`src/hw/rtl/bmp24_stream_from_rgb565_top_assert.svh`:
```
// Assertion macros shared by the BMP stream RTL.
`ifndef BMP24_STREAM_FROM_RGB565_TOP_ASSERT_SVH
`define BMP24_STREAM_FROM_RGB565_TOP_ASSERT_SVH

// Same-cycle implication, sampled on clk, off during reset.
`define BMP_ASSERT_NOW(label, ante, cons, msg) \
	label: assert property (@(posedge clk) disable iff (!arst_n) (ante) |-> (cons)) \
		else $error(msg);

// Next-cycle implication, sampled on clk, off during reset.
`define BMP_ASSERT_NEXT(label, ante, cons, msg) \
	label: assert property (@(posedge clk) disable iff (!arst_n) (ante) |=> (cons)) \
		else $error(msg);

`endif

```
`src/hw/rtl/bmp24_pkg.sv`:
```
// Package: widths, BMP header layout and register indexes for the BMP byte stream.
`timescale 1ns / 1ps
`default_nettype none

package bmp24_pkg;

	// widths
	localparam int SIDE_W = 13;  // width / height register and counters
	localparam int ROW_W  = 15;  // bytes per padded row
	localparam int SIZE_W = 32;  // size fields of the header
	localparam int IDX_W  = 6;   // byte index within one pixel's run

	// register indexes
	localparam logic REG_IMAGE_WIDTH  = 1'b0;
	localparam logic REG_IMAGE_HEIGHT = 1'b1;

	// header layout
	localparam logic [IDX_W-1:0] HDR_BYTES    = 6'd54;
	localparam logic [IDX_W-1:0] OFS_MAGIC_B  = 6'd0;
	localparam logic [IDX_W-1:0] OFS_MAGIC_M  = 6'd1;
	localparam logic [IDX_W-1:0] OFS_FILE_SZ  = 6'd2;
	localparam logic [IDX_W-1:0] OFS_DATA_OFS = 6'd10;
	localparam logic [IDX_W-1:0] OFS_INFO_SZ  = 6'd14;
	localparam logic [IDX_W-1:0] OFS_WIDTH    = 6'd18;
	localparam logic [IDX_W-1:0] OFS_HEIGHT   = 6'd22;
	localparam logic [IDX_W-1:0] OFS_PLANES   = 6'd26;
	localparam logic [IDX_W-1:0] OFS_BPP      = 6'd28;
	localparam logic [IDX_W-1:0] OFS_IMG_SZ   = 6'd34;

	// pixel bytes follow the header: blue, green, red, then row padding
	localparam logic [IDX_W-1:0] IDX_BLUE  = 6'd54;
	localparam logic [IDX_W-1:0] IDX_GREEN = 6'd55;
	localparam logic [IDX_W-1:0] IDX_RED   = 6'd56;

	// header byte values
	localparam logic [7:0] MAGIC_B   = 8'h42;
	localparam logic [7:0] MAGIC_M   = 8'h4D;
	localparam logic [7:0] DATA_OFS  = 8'd54;
	localparam logic [7:0] INFO_SZ   = 8'd40;
	localparam logic [7:0] PLANES    = 8'd1;
	localparam logic [7:0] BPP       = 8'd24;

endpackage

`default_nettype wire

```
`src/hw/rtl/bmp24_stream_from_rgb565_top.sv`:
```
// Top level: RGB565 pixel stream in, 24-bit BMP file byte stream out.
//
//  channel  | handshake                | payload
//  ---------+--------------------------+-----------------------------
//  input    | in_valid / in_ready      | pixel[15:0]
//  output   | out_valid / out_ready    | out_byte[7:0], run_end, frame_end
//  config   | cfg_we (no wait)         | cfg_index, cfg_data[12:0]
//
// Output runs at one byte per cycle unless out_ready stalls: 3 per pixel,
// plus 54 header bytes on a frame's first pixel, 0-3 padding at a row end.
// The single byte output register sets the rate; the next pixel is taken on
// the cycle its predecessor's last beat enters that register.
// Header sizes come from a registered 15x13 multiply of the snapshot.
// Reset restores width 320, height 240 and starts a new frame.
`timescale 1ns / 1ps
`default_nettype none

`include "bmp24_stream_from_rgb565_top_assert.svh"

module bmp24_stream_from_rgb565_top #(
	parameter int MAX_SIDE = 4096
) (
	input  wire logic        clk,
	input  wire logic        arst_n,
	// pixel input
	input  wire logic        in_valid,
	output logic             in_ready,
	input  wire logic [15:0] pixel,
	// byte output
	output logic             out_valid,
	input  wire logic        out_ready,
	output logic [7:0]       out_byte,
	output logic             run_end,
	output logic             frame_end,
	// configuration
	input  wire logic        cfg_we,
	input  wire logic        cfg_index,
	input  wire logic [12:0] cfg_data
);

	localparam int SW = bmp24_pkg::SIDE_W;
	localparam int RW = bmp24_pkg::ROW_W;
	localparam int ZW = bmp24_pkg::SIZE_W;
	localparam int IW = bmp24_pkg::IDX_W;

	// configuration registers
	logic [SW-1:0] width_q, height_q;

	// frame position
	logic [SW-1:0] col_q, row_q;
	logic          hdr_sent_q;

	// item being serialized
	logic          busy_s1;
	logic [IW-1:0] idx_s1, last_s1;
	logic          fend_s1;
	logic [15:0]   pixel_s1;
	logic [SW-1:0] w_s1, h_s1;
	logic [RW-1:0] row_size_s1;

	// image size, registered from the snapshot
	logic [ZW-1:0] size_s2;

	// output register
	logic       out_valid_q;
	logic [7:0] out_byte_q;
	logic       run_end_q, frame_end_q;

	logic          accept, adv, at_last;
	logic [SW-1:0] w_cl, h_cl;
	logic [SW:0]   col_inc, row_inc;
	logic          row_done, frame_done;
	logic [1:0]    pad;
	logic [RW-1:0] row_size;
	logic [ZW-1:0] file_size;
	logic [1:0]    bsel;
	logic [7:0]    byte_nx;
	logic [4:0]    b5, r5;
	logic [5:0]    g6;

	// register writes
	always_ff @(posedge clk or negedge arst_n) begin
		if (!arst_n) begin
			width_q  <= SW'(320);
			height_q <= SW'(240);
		end else if (cfg_we) begin
			unique case (cfg_index)
				bmp24_pkg::REG_IMAGE_WIDTH:  width_q  <= cfg_data;
				bmp24_pkg::REG_IMAGE_HEIGHT: height_q <= cfg_data;
				default: ;
			endcase
		end
	end

	// clamp sides to 1..MAX_SIDE
	always_comb begin
		w_cl = width_q;
		if (width_q == '0)
			w_cl = SW'(1);
		else if (32'(width_q) > MAX_SIDE)
			w_cl = SW'(MAX_SIDE);
		h_cl = height_q;
		if (height_q == '0)
			h_cl = SW'(1);
		else if (32'(height_q) > MAX_SIDE)
			h_cl = SW'(MAX_SIDE);
	end

	// handshake and sequencing
	assign adv      = busy_s1 && (!out_valid_q || out_ready);
	assign at_last  = idx_s1 == last_s1;
	assign in_ready = !busy_s1 || (adv && at_last);
	assign accept   = in_valid && in_ready;

	// position update for the accepted pixel
	always_comb begin
		col_inc    = {1'b0, col_q} + (SW+1)'(1);
		row_inc    = {1'b0, row_q} + (SW+1)'(1);
		row_done   = col_inc >= {1'b0, w_cl};
		frame_done = row_done && (row_inc >= {1'b0, h_cl});
		pad        = row_done ? w_cl[1:0] : 2'd0;
		row_size   = ((RW'(w_cl) * RW'(3)) + RW'(3)) & ~RW'(3);
	end

	always_ff @(posedge clk or negedge arst_n) begin
		if (!arst_n) begin
			col_q      <= '0;
			row_q      <= '0;
			hdr_sent_q <= 1'b0;
		end else if (accept) begin
			if (row_done) begin
				col_q <= '0;
				if (frame_done) begin
					row_q      <= '0;
					hdr_sent_q <= 1'b0;
				end else begin
					row_q      <= row_inc[SW-1:0];
					hdr_sent_q <= 1'b1;
				end
			end else begin
				col_q      <= col_inc[SW-1:0];
				hdr_sent_q <= 1'b1;
			end
		end
	end

	// serializer control
	always_ff @(posedge clk or negedge arst_n) begin
		if (!arst_n) begin
			busy_s1 <= 1'b0;
			idx_s1  <= '0;
		end else if (accept) begin
			busy_s1 <= 1'b1;
			idx_s1  <= hdr_sent_q ? bmp24_pkg::HDR_BYTES : '0;
		end else if (adv) begin
			if (at_last)
				busy_s1 <= 1'b0;
			idx_s1 <= idx_s1 + IW'(1);
		end
	end

	// item payload snapshot
	always_ff @(posedge clk) begin
		if (accept) begin
			pixel_s1    <= pixel;
			last_s1     <= bmp24_pkg::IDX_RED + IW'(pad);
			fend_s1     <= frame_done;
			w_s1        <= w_cl;
			h_s1        <= h_cl;
			row_size_s1 <= row_size;
		end
		size_s2 <= ZW'(row_size_s1) * ZW'(h_s1);
	end

	// byte selection
	assign file_size = size_s2 + ZW'(bmp24_pkg::HDR_BYTES);
	assign b5 = pixel_s1[4:0];
	assign g6 = pixel_s1[10:5];
	assign r5 = pixel_s1[15:11];

	always_comb begin
		bsel    = idx_s1[1:0] - bmp24_pkg::OFS_FILE_SZ[1:0];
		byte_nx = 8'h00;
		if (idx_s1 == bmp24_pkg::OFS_MAGIC_B)
			byte_nx = bmp24_pkg::MAGIC_B;
		else if (idx_s1 == bmp24_pkg::OFS_MAGIC_M)
			byte_nx = bmp24_pkg::MAGIC_M;
		else if (idx_s1 >= bmp24_pkg::OFS_FILE_SZ &&
				idx_s1 < bmp24_pkg::OFS_FILE_SZ + IW'(4))
			byte_nx = file_size[8*bsel +: 8];
		else if (idx_s1 == bmp24_pkg::OFS_DATA_OFS)
			byte_nx = bmp24_pkg::DATA_OFS;
		else if (idx_s1 == bmp24_pkg::OFS_INFO_SZ)
			byte_nx = bmp24_pkg::INFO_SZ;
		else if (idx_s1 == bmp24_pkg::OFS_WIDTH)
			byte_nx = w_s1[7:0];
		else if (idx_s1 == bmp24_pkg::OFS_WIDTH + IW'(1))
			byte_nx = 8'(w_s1[SW-1:8]);
		else if (idx_s1 == bmp24_pkg::OFS_HEIGHT)
			byte_nx = h_s1[7:0];
		else if (idx_s1 == bmp24_pkg::OFS_HEIGHT + IW'(1))
			byte_nx = 8'(h_s1[SW-1:8]);
		else if (idx_s1 == bmp24_pkg::OFS_PLANES)
			byte_nx = bmp24_pkg::PLANES;
		else if (idx_s1 == bmp24_pkg::OFS_BPP)
			byte_nx = bmp24_pkg::BPP;
		else if (idx_s1 >= bmp24_pkg::OFS_IMG_SZ &&
				idx_s1 < bmp24_pkg::OFS_IMG_SZ + IW'(4))
			byte_nx = size_s2[8*bsel +: 8];
		else if (idx_s1 == bmp24_pkg::IDX_BLUE)
			byte_nx = {b5, b5[4:2]};
		else if (idx_s1 == bmp24_pkg::IDX_GREEN)
			byte_nx = {g6, g6[5:4]};
		else if (idx_s1 == bmp24_pkg::IDX_RED)
			byte_nx = {r5, r5[4:2]};
	end

	// output register
	always_ff @(posedge clk or negedge arst_n) begin
		if (!arst_n) begin
			out_valid_q <= 1'b0;
		end else if (adv) begin
			out_valid_q <= 1'b1;
		end else if (out_ready) begin
			out_valid_q <= 1'b0;
		end
	end

	always_ff @(posedge clk) begin
		if (adv) begin
			out_byte_q  <= byte_nx;
			run_end_q   <= at_last;
			frame_end_q <= at_last && fend_s1;
		end
	end

	assign out_valid = out_valid_q;
	assign out_byte  = out_byte_q;
	assign run_end   = run_end_q;
	assign frame_end = frame_end_q;

	// checks
	`BMP_ASSERT_NOW(a_fend_on_run_end, out_valid_q && frame_end_q, run_end_q,
		"frame end flagged on a beat that does not end its pixel")
	`BMP_ASSERT_NOW(a_idx_in_range, busy_s1, idx_s1 <= last_s1,
		"byte index ran past the last byte of the pixel")
	`BMP_ASSERT_NEXT(a_start_idx, accept,
		(($past(hdr_sent_q) && idx_s1 == bmp24_pkg::HDR_BYTES) ||
		(!$past(hdr_sent_q) && idx_s1 == '0)),
		"pixel started at the wrong byte index")

endmodule

`default_nettype wire

```
`config.mk`:
```
export PLATFORM = sky130hd
export DESIGN_NAME = bmp24_stream_from_rgb565_top
export DESIGN_NICKNAME = d
export VERILOG_FILES = /design/src/hw/rtl/bmp24_pkg.sv /design/src/hw/rtl/bmp24_stream_from_rgb565_top.sv
export VERILOG_INCLUDE_DIRS = /design/src /design/src/hw/rtl
export SDC_FILE = /design/constraint.sdc
export NUM_CORES = 1
export LEC_CHECK = 0
export BUFFER_PORTS_ARGS = -buffer_cell sky130_fd_sc_hd__buf_2
export CORE_UTILIZATION = 35
export CTS_CLUSTER_DIAMETER = 30
export CTS_CLUSTER_SIZE = 30
export DETAILED_ROUTE_END_ITERATION = 12
export PLACE_DENSITY_LB_ADDON = 0.1
export SYNTH_ARGS = -nofsm -noshare
export SYNTH_HDL_FRONTEND = slang
export SYNTH_SLANG_ARGS = --single-unit
```
`constraint.sdc`:
```
create_clock -name clk -period 12.9 [get_ports clk]
set_input_delay 0.645 -clock clk [delete_from_list [all_inputs] [get_ports clk]]
set_output_delay 0.645 -clock clk [all_outputs]
set_load 0.005 [all_outputs]
```
==> After elaboration in Yosys (flattened, before gate mapping) <==
Index checks and enable logic that the tools add are counted.
W data, S select, Z words.
{ "totals": {"ff_bits": 159, "inputBits": 35, "output_inout_bits": 12, "word_cells": 105} }
{ "classes": {"addsub": 7, "mul": 2, "n_lt_le_gt_ge": 8, "eq_ne": 13, "n_shift": 2, "mux": 31, "bitwise": 1, "n_reduce_logical": 22} }
{ "ops": {"columns": ["cell", "n"], "rows": [
  ["$mux W8", 13],
  ["$mux W13", 6],
  ["$shiftx A32 B6 Y8", 2],
  ["$eq A6 B5 Y1 const B", 6],
  ["$add A28 B6 Y29 const B", 1],
  ["$add A13 B1 Y14 const B", 2],
  ["$ge A14 B13 Y1", 2],
  ["$gt A13 B13 Y1 const B", 2],
  ["$logic_not A13 Y1", 2],
  ["$mul A13 B13 Y26", 1],
  ["$eq A6 B6 Y1 const B", 3],
  ["$mux W6", 3],
  ["$add A15 B2 Y15 const B", 1],
  ["$mul A13 B2 Y15 const B", 1],
  ["$eq A6 B4 Y1 const B", 2],
  ["$reduce_and A2 Y1", 4],
  ["$logic_and A1 B1 Y1", 7],
  ["$mux W1", 7],
  ["$add A6 B1 Y6 const B", 1],
  ["$eq A6 B1 Y1 const B", 1],
  ["$eq A6 B6 Y1", 1],
  ["$ge A6 B2 Y1 const B", 1],
  ["$ge A6 B6 Y1 const B", 1],
  ["$logic_not A6 Y1", 1],
  ["11 further kinds", 15]
]} }

==> Depth between registers and ports, before layout <==
Gate-level depths: netlist (run 1).
{ "logic_depth": {"depth_word": 15, "ltp_mapped": 20, "depth_no_buf": 19} }

==> Worst setup path after synthesis (run 1) <==
No wires, ideal clock.
{ "synth_path": {"kind": "reg2reg", "startpoint": "register h_s1[12]", "endpoint": "register size_s2[26]", "setup_ps": 127, "arrival_ps": 5052, "t_required_ps": 12773, "slack_ps": 7721, "path_stages_with_launch": 19, "n_path_buf": 1, "period_less_slack_ps": 5179, "path_cell_list": "edfxtp_1 -> clkbuf_1 -> nand2_1 -> fa_1 -> fa_1 -> inv_1 -> fa_1 -> fa_1 -> inv_1 -> fa_1 -> inv_1 -> ha_1 -> a21o_1 -> a21o_1 -> a2111oi_1 -> a21oi_1 -> o21ai_0 -> a21boi_0 -> xor2_1"} }
{ "synth_via": {"elab_chain_len": 1} }
{ "synth_rtl": {"columns": ["item", "line", "rtl"], "rows": [
  ["start: declaration", "bmp24_stream_from_rgb565_top.sv:58", "logic [SW-1:0] w_s1, h_s1;"],
  ["start signal: assignment", "bmp24_stream_from_rgb565_top.sv:169", "h_s1 <= h_cl;"],
  ["$mul A13 B13 Y26", "bmp24_stream_from_rgb565_top.sv:172", "size_s2 <= ZW'(row_size_s1) * ZW'(h_s1);"],
  ["end signal: assignment", "bmp24_stream_from_rgb565_top.sv:172", null],
  ["end: declaration", "bmp24_stream_from_rgb565_top.sv:62", "logic [ZW-1:0] size_s2;"]
]} }
No other way between the ends.
A chain may end at the register's enable or synchronous reset.

==> Final worst setup path (run 1) <==
{ "layout_path": {"startpoint": "register h_s1[9]", "endpoint": "register size_s2[26]"} }
Same word-level chain as after synthesis.

==> results of run 1 <==
[cell usage after synthesis, types with 8 or more instances]
master                     count
sky130_fd_sc_hd__nor3_1       25
sky130_fd_sc_hd__dfrtp_1      55
sky130_fd_sc_hd__nand2b_1     17
sky130_fd_sc_hd__ha_1        125
sky130_fd_sc_hd__nand2_1     168
sky130_fd_sc_hd__nand4_1      11
sky130_fd_sc_hd__and2_1       96
sky130_fd_sc_hd__buf_2        12
sky130_fd_sc_hd__nand3_1      29
sky130_fd_sc_hd__o21ai_0      58
sky130_fd_sc_hd__and3_1       18
sky130_fd_sc_hd__xor2_1       31
sky130_fd_sc_hd__clkbuf_1     38
sky130_fd_sc_hd__mux2i_1       8
sky130_fd_sc_hd__a221oi_1      8
sky130_fd_sc_hd__fa_1        121
sky130_fd_sc_hd__a211oi_1      9
sky130_fd_sc_hd__nor2b_1      13
sky130_fd_sc_hd__a21o_1       16
sky130_fd_sc_hd__inv_1       206
sky130_fd_sc_hd__xnor2_1      51
sky130_fd_sc_hd__a31oi_1       9
sky130_fd_sc_hd__mux2_2       27
sky130_fd_sc_hd__edfxtp_1     68
sky130_fd_sc_hd__nor2_1       50
sky130_fd_sc_hd__a21oi_1      55
sky130_fd_sc_hd__o31ai_1       9
sky130_fd_sc_hd__dfxtp_1      26
[metal layers]
layer,track usage,wire length [um],vias to the layer above
met5,0,0,-
met3,0.0340,1340,28
li1,-,-,5017
met4,0.0445,537,0
met1,0.266,18500,5208
met2,0.304,17600,167
[worst max-delay path by stage]
stage	from	end	slack [ps]	cells after the start
2_1_floorplan	h_s1[12]$_DFFE_PP_	size_s2[26]$_DFF_P_	7720	18
3_3_place_gp	h_s1[9]$_DFFE_PP_	size_s2[26]$_DFF_P_	7220	18
3_5_place_dp	h_s1[9]$_DFFE_PP_	size_s2[26]$_DFF_P_	7170	18
4_1_cts	h_s1[9]$_DFFE_PP_	size_s2[26]$_DFF_P_	7150	18
5_1_grt	h_s1[5]$_DFFE_PP_	size_s2[26]$_DFF_P_	6910	17
6_report	h_s1[9]$_DFFE_PP_	size_s2[26]$_DFF_P_	7180	18
[sequential cells by signal, summed over array words and instances, names as in the netlist, 2 cells and up]
register,cells
height_q,13
width_q,13
w_s1,13
col_q,13
h_s1,13
row_q,13
size_s2,26
out_byte,8
last_s1,2
row_size_s1,13
pixel_s1,16
idx_s1,6
[layout by cell type (no fill, tap or decap), drive strengths merged, types with 5 or more instances in the layout]
| cell type | count |
|---|---|
| a211o | 7 |
| a211oi | 9 |
| a21o | 16 |
| a21oi | 56 |
| a221oi | 8 |
| a22o | 6 |
| a31oi | 9 |
| and2 | 97 |
| and3 | 18 |
| buf | 52 |
| clkbuf | 17 |
| clkinv | 9 |
| dfrtp | 55 |
| dfstp | 6 |
| dfxtp | 26 |
| edfxtp | 68 |
| fa | 121 |
| ha | 125 |
| inv | 212 |
| mux2 | 28 |
| mux2i | 8 |
| nand2 | 170 |
| nand2b | 17 |
| nand3 | 31 |
| nand4 | 12 |
| nor2 | 52 |
| nor2b | 14 |
| nor3 | 28 |
| nor4 | 8 |
| o21a | 7 |
| o21ai | 61 |
| o21bai | 7 |
| o31ai | 11 |
| or2 | 5 |
| or3 | 5 |
| xnor2 | 51 |
| xor2 | 31 |
[logic make-up (layout without fill, tap and decap cells)]
family | Yosys count | after routing | synth area share
AO/OA/AOI/OAI | 236 | 236 | 0.111
XOR/XNOR | 82 | 82 | 0.0501
adder cells (fa/ha/maj) | 246 | 246 | 0.278
buffers and inverters | 271 | 294 | 0.0741
flip-flops | 155 | 155 | 0.286
multiplexers | 38 | 38 | 0.0310
AND/OR/NAND/NOR | 469 | 469 | 0.170
[worst reg2reg max path: cells and delay by family, from the launching register on]
family / cells / cell delay (ps)
adders and majority gates: 6 / 2970
AOI/OAI and AO/OA: 6 / 1350
DFF: 1 / 630
and+or+nand+nor: 1 / 270
buffers and inverters: 4 / 220
xor gates and xnor gates: 1 / 150
[power breakdown]
part / total, mW / switching (mW) / internal [mW]
clock network: 0.511 / 0.223 / 0.288
registers: 0.753 / 0.131 / 0.622
logic: 1.17 / 0.691 / 0.478
[stage by stage]
stage,worst slack (ps),std cells
2_1_floorplan,7720,1497
3_3_place_gp,7220,2013
3_5_place_dp,7170,2013
4_1_cts,7150,2045
5_1_grt,6910,2045
6_report,7180,2045
[layout make-up]
type | count | area share
Timing Repair Buffer | 52 | 0.0177
Clock inverter | 15 | 0.0108
Tap cell | 525 | 0.0421
Inverter | 210 | 0.0506
Multi-Input combinational cell | 1071 | 0.589
Clock buffer | 17 | 0.0273
Sequential cell | 155 | 0.263
==> metrics.txt, run 1 <==
overall fraction of global-route tracks in use 0.190; CTS Hold Bufs 0; Worst Reg2Reg Path Length in Cells 18; post-synthesis async set-or-reset flop share 0.394; Final Hold Violating Endpoints 0; number of DRC violations after detailed-routing iteration 0 426; buffers inserted by post-CTS timing repair 0; maximum resistive drop on vdd 0.0000807 V; Crit path top cell by count sky130_fd_sc_hd__fa_1; Die Y-Extent 204 um; status finished, final reports clean; Setup Crit Path Kind reg2reg; Layout area overhead 8.73%; largest net degree at the start of global routing 63; total power divided by cell area 156 nW/um^2; Synthesized Nets 1,778; per-cell via count in the routed design 5.10; Avg WL per Cell 18.6 um; setup repair after global routing missed its margin no; share of the synthesized area in the top cell type 0.169; maximum achievable frequency 175 MHz; measured slew at the worst slew-check pin 1110 ps; Worst EP required 13,220 ps; first-pass GRT wire length 60.4 mm; startpoint of the most critical register-to-register path h_s1[9]$_DFFE_PP_; Via Count 10,400; Final GP Congestion 0.867; via count of the first global-routing pass 10,800; number of buffer and inverter stages on the critical path 4; I/O pin count 47; Post-Layout Inst Area 15,600 um^2; clock latency at the later pin of the worst-skew pair 440 ps; Port Buffers 46; htree depth 4; cell count after synthesis 1,497; power consumption 2.43 mW; register area share after synthesis 0.286; number of diodes 0; area occupied by registers 4100 um^2; area leader, netlist sky130_fd_sc_hd__fa_1; maximum clock path buffer count 2; area of combinational cells with multiple inputs 9180 um^2; minimum clock period after layout 5720 ps; flip-flop and latch count after synthesis 155; Tcrit/Tclk final 0.443; Util after Layout 0.389; Max Clock Skew 11.9 ps; Critical Path Start Type register; Final Max Slew Viols 0; Worst EP arrival 6040 ps; max capacitance violation total 0; remaining design rule violation count 0; number of enable flip-flop cells after synthesis 68; number of instances on the worst hold path 1; leak pwr 7.20 nW; setup slack, reg-to-reg 7180 ps; root buffer selected by CTS sky130_fd_sc_hd__clkbuf_16; CP max-delay cell sky130_fd_sc_hd__edfxtp_1; top cells by area, synth sky130_fd_sc_hd__fa_1, sky130_fd_sc_hd__edfxtp_1, sky130_fd_sc_hd__ha_1, sky130_fd_sc_hd__dfrtp_1, sky130_fd_sc_hd__inv_1; die width 204 um; ANT nets after route 0; Filler cells 4,028; max incr delay on CP 630 ps; syn avg cell area 9.58 um^2; clock sink count 155; Clock Pin Slew Worst Setup and Hold Paths 70 ps; Relative slew margins 0.259; Gates resized, CTS repair 0; remaining global-route overflow 0; post-route worst hold slack 374 ps; Post-DP Area 15,000 um^2; Post-Synthesis Cell Area 14,300 um^2; fraction of layout instances using a drive strength above 1 0.0987; Top FF cell, synth sky130_fd_sc_hd__edfxtp_1; Top delay family on crit path adder cells; initial antenna violation count 0; critical-path maximum fanout 14; final routed wirelength across all metal layers 38.0 mm; CTS tree built; die outline area 41,800 um^2; core region area 40,100 um^2; class of the tightest hold or removal check in2reg; Synth Warn # 0; Site Rows 73; effective utilization at floorplan 0.358; distinct cell type count after synthesis 88; number of buffers inserted during clock tree synthesis 17; HPWL after DPL 30.0 mm; final-report setup violation count 0; critical path capture point type register; cell breakdown of the critical path and2_1, fa_1, inv_1, fa_1, inv_1, fa_1, fa_1, inv_1, fa_1, inv_1, ha_1, a21o_1, a21o_1, a2111oi_1, a21oi_1, o21ai_0, a21boi_0, xor2_1; NumNets Final 1,788; R2R Path End size_s2[26]$_DFF_P_; first-pass detailed-route iteration total 4; final setup TNS 0 ps; HP Start pixel[12]; destination of the worst hold path pixel_s1[12]$_DFFE_PP_
(Power assumes the default switching activity.)
==> run 2, diff against run 1 <==
clock period = 5 ns   (was 12.9 ns; I/O delays follow)
==> run 2 against run 1 <==
The flow now finishes with violations (setup timing); non-clock buffer count increased by 159; combinational power increased to 3.1 times the previous value; register-to-register slack got worse by 7200 ps; clock-buffer cell count increased by 2; sequential power increased to 2.6 times the previous value; setup slack got worse by 7200 ps; fmax increased by 14%; clock skew decreased by 1.2 ps; flip-flop and latch count unchanged; cell count increased by 7.8%; highest routed layer unchanged.
==> metrics.txt, run 2 (synthesized netlist as in run 1, its figures left out) <==
final routed wirelength across all metal layers 38.1 mm (about the same); Critical Path Start Type register; Port Buffers 46 (unchanged); wl on met1 18.4 mm (-0.45%); remaining global-route overflow 0 (unchanged); via count of the first global-routing pass 11,400 (+5.8%); per-cell via count in the routed design 4.95 (-2.9%); final-report setup violation count 1 (+1); startpoint of the most critical register-to-register path row_size_s1[9]$_DFFE_PP_; maximum achievable frequency 200 MHz (+14%); status complete, but fails checks; Met3 Wirelength 1.18 mm (-12%); Util after Layout 0.432 (+0.0434); leak pwr 8.06 nW (+12%); Worst EP arrival 5370 ps (-670 ps); initial antenna violation count 0 (unchanged); R2R Path End size_s2[24]$_DFF_P_; Relative slew margins 0.247 (-0.0125); Clock Pin Slew Worst Setup and Hold Paths 70 ps (about the same); root buffer selected by CTS sky130_fd_sc_hd__clkbuf_16; total power divided by cell area 399 nW/um^2 (+160%); Post-Layout Inst Area 17,300 um^2 (+11%); I/O pin count 47 (unchanged); cell count after placement 2,109 (+4.8%); leading registers by flop count size_s2: 26 flops, pixel_s1: 16 flops; CTS tree built; clock sink count 155 (unchanged); class of the tightest hold or removal check in2reg; flip-flop count of the largest register after layout 26 (unchanged); Final GP Congestion 0.909 (+4.8%); die outline area 41,800 um^2 (unchanged); Avg WL per Cell 17.3 um (-7.1%); clock latency at the later pin of the worst-skew pair 440 ps (about the same); failing checks setup timing; Die Y-Extent 204 um (unchanged); NumNets Final 1,947 (+8.9%); destination of the worst hold path width_q[12]$_DFFE_PN0P_; most frequent cells in the layout sky130_fd_sc_hd__inv_1, sky130_fd_sc_hd__nand2_1, sky130_fd_sc_hd__buf_4; Max Clock Skew 10.7 ps (-1.20 ps); HPWL after DPL 30.8 mm (+2.6%); Via Count 10,900 (+4.7%); Site Rows 73 (unchanged); number of buffers inserted during clock tree synthesis 17 (unchanged); Cell Count, Final, Fillers Out 2,204 (+7.8%); first-pass GRT wire length 61.6 mm (+1.9%); maximum clock path buffer count 2 (unchanged); number of diodes 0 (unchanged); effective utilization at floorplan 0.358 (unchanged); post-route setup slack -3.92 ps (-7180 ps); Worst Reg2Reg Path Length in Cells 18 (unchanged); ANT nets after route 0 (unchanged); critical-path maximum fanout 8 (-6); Filler cells 3,952 (-1.9%); detailed route wirelength on metal2 18.0 mm (+1.9%); die width 204 um (unchanged); remaining design rule violation count 0 (unchanged); top routing layer in use met4; Setup Crit Path Kind reg2reg; measured slew at the worst slew-check pin 1130 ps (+19.3 ps); fraction of layout instances using a drive strength above 1 0.217 (+0.119); largest reg by FF count size_s2; Tcrit/Tclk final 1.00 (+0.557); number of DRC violations after detailed-routing iteration 0 438 (+2.8%); largest net degree at the start of global routing 62 (-1.6%); htree depth 4 (unchanged); setup repair after global routing missed its margin yes; first-pass detailed-route iteration total 5 (+1); setup slack, reg-to-reg -4 ps (-7180 ps); minimum clock period after layout 5000 ps (-716 ps); number of instances on the worst hold path 3 (+2); Layout area overhead 20.9%; final setup TNS -3.92 ps (-3.92 ps); Post-DP Area 15,800 um^2 (+5.1%); overall fraction of global-route tracks in use 0.190 (about the same); HP Start cfg_data[12]; Final Max Slew Viols 0 (unchanged); maximum resistive drop on vdd 0.000230 V (+190%); power consumption 6.92 mW (+180%); core region area 40,100 um^2 (unchanged); commonest non-fill, non-tap cell in the layout sky130_fd_sc_hd__inv_1; Worst EP required 5370 ps (-7850 ps); max capacitance violation total 0 (unchanged); critical path capture point type register; Final Hold Violating Endpoints 0 (unchanged)
## run 2: area by class of cell
class                   instances  area [um^2]  area share
multi-input cells            1071         9550       0.551
flip-flops and latches        155         4100       0.236
repair buffers                211         1620      0.0936
inverters                     210          788      0.0455
well taps                     525          657      0.0379
clock buffers                  19          464      0.0268
clock inverters                13          150     0.00866
## run 2: per-stage QoR
stage               worst slack (ps)  hold WS [ps]
floorplan                      0.334         -45.6
global placement                -309           428
detailed placement              -350           428
CTS                            -71.0          22.0
global route                    -186          41.9
finish                         -3.92          46.3
## run 2: layer usage
metal,track usage,up-vias
met5,0,-
met4,0.0464,0
met3,0.0292,30
met2,0.311,158
met1,0.261,5380
li1,-,5337
## run 2: worst max-delay path, stage by stage (launching register included)
cell	delay (ps)
sky130_fd_sc_hd__edfxtp_1	510
sky130_fd_sc_hd__buf_6	170
sky130_fd_sc_hd__nand2_1	90
sky130_fd_sc_hd__fa_2	530
sky130_fd_sc_hd__inv_1	50
sky130_fd_sc_hd__fa_1	530
sky130_fd_sc_hd__fa_1	550
sky130_fd_sc_hd__fa_1	550
sky130_fd_sc_hd__inv_1	50
sky130_fd_sc_hd__fa_1	530
sky130_fd_sc_hd__inv_1	60
sky130_fd_sc_hd__ha_4	250
sky130_fd_sc_hd__nand2_4	70
sky130_fd_sc_hd__nor2_4	50
sky130_fd_sc_hd__a2111oi_4	370
sky130_fd_sc_hd__a21oi_2	120
sky130_fd_sc_hd__o21ai_2	160
sky130_fd_sc_hd__nor2b_4	160
sky130_fd_sc_hd__xnor2_1	110
## run 2: repair_timing
item                                    4_1_cts  5_1_grt
setup buffers                                31       14
pin swaps                                    58       45
endpoints found under the setup margin       13       15
gates resized for setup                      62       41
endpoints found under the hold margin        33        0
hold buffers                                 18        0
## run 2: worst max path at each step
stage	start	endpoint	slack, ps	cells after the start
2_1_floorplan	h_s1[3]$_DFFE_PP_	size_s2[27]$_DFF_P_	0.3	19
3_3_place_gp	h_s1[1]$_DFFE_PP_	size_s2[27]$_DFF_P_	-310	17
3_5_place_dp	h_s1[1]$_DFFE_PP_	size_s2[17]$_DFF_P_	-350	18
4_1_cts	h_s1[1]$_DFFE_PP_	size_s2[24]$_DFF_P_	-70	19
5_1_grt	row_size_s1[10]$_DFFE_PP_	size_s2[27]$_DFF_P_	-190	19
6_report	row_size_s1[9]$_DFFE_PP_	size_s2[24]$_DFF_P_	-4	18
## run 2: power by group
group | internal [mW] | switching, mW | total [mW]
registers | 1.60 | 0.357 | 1.96
clock network | 0.749 | 0.595 | 1.34
logic | 1.72 | 1.89 | 3.62
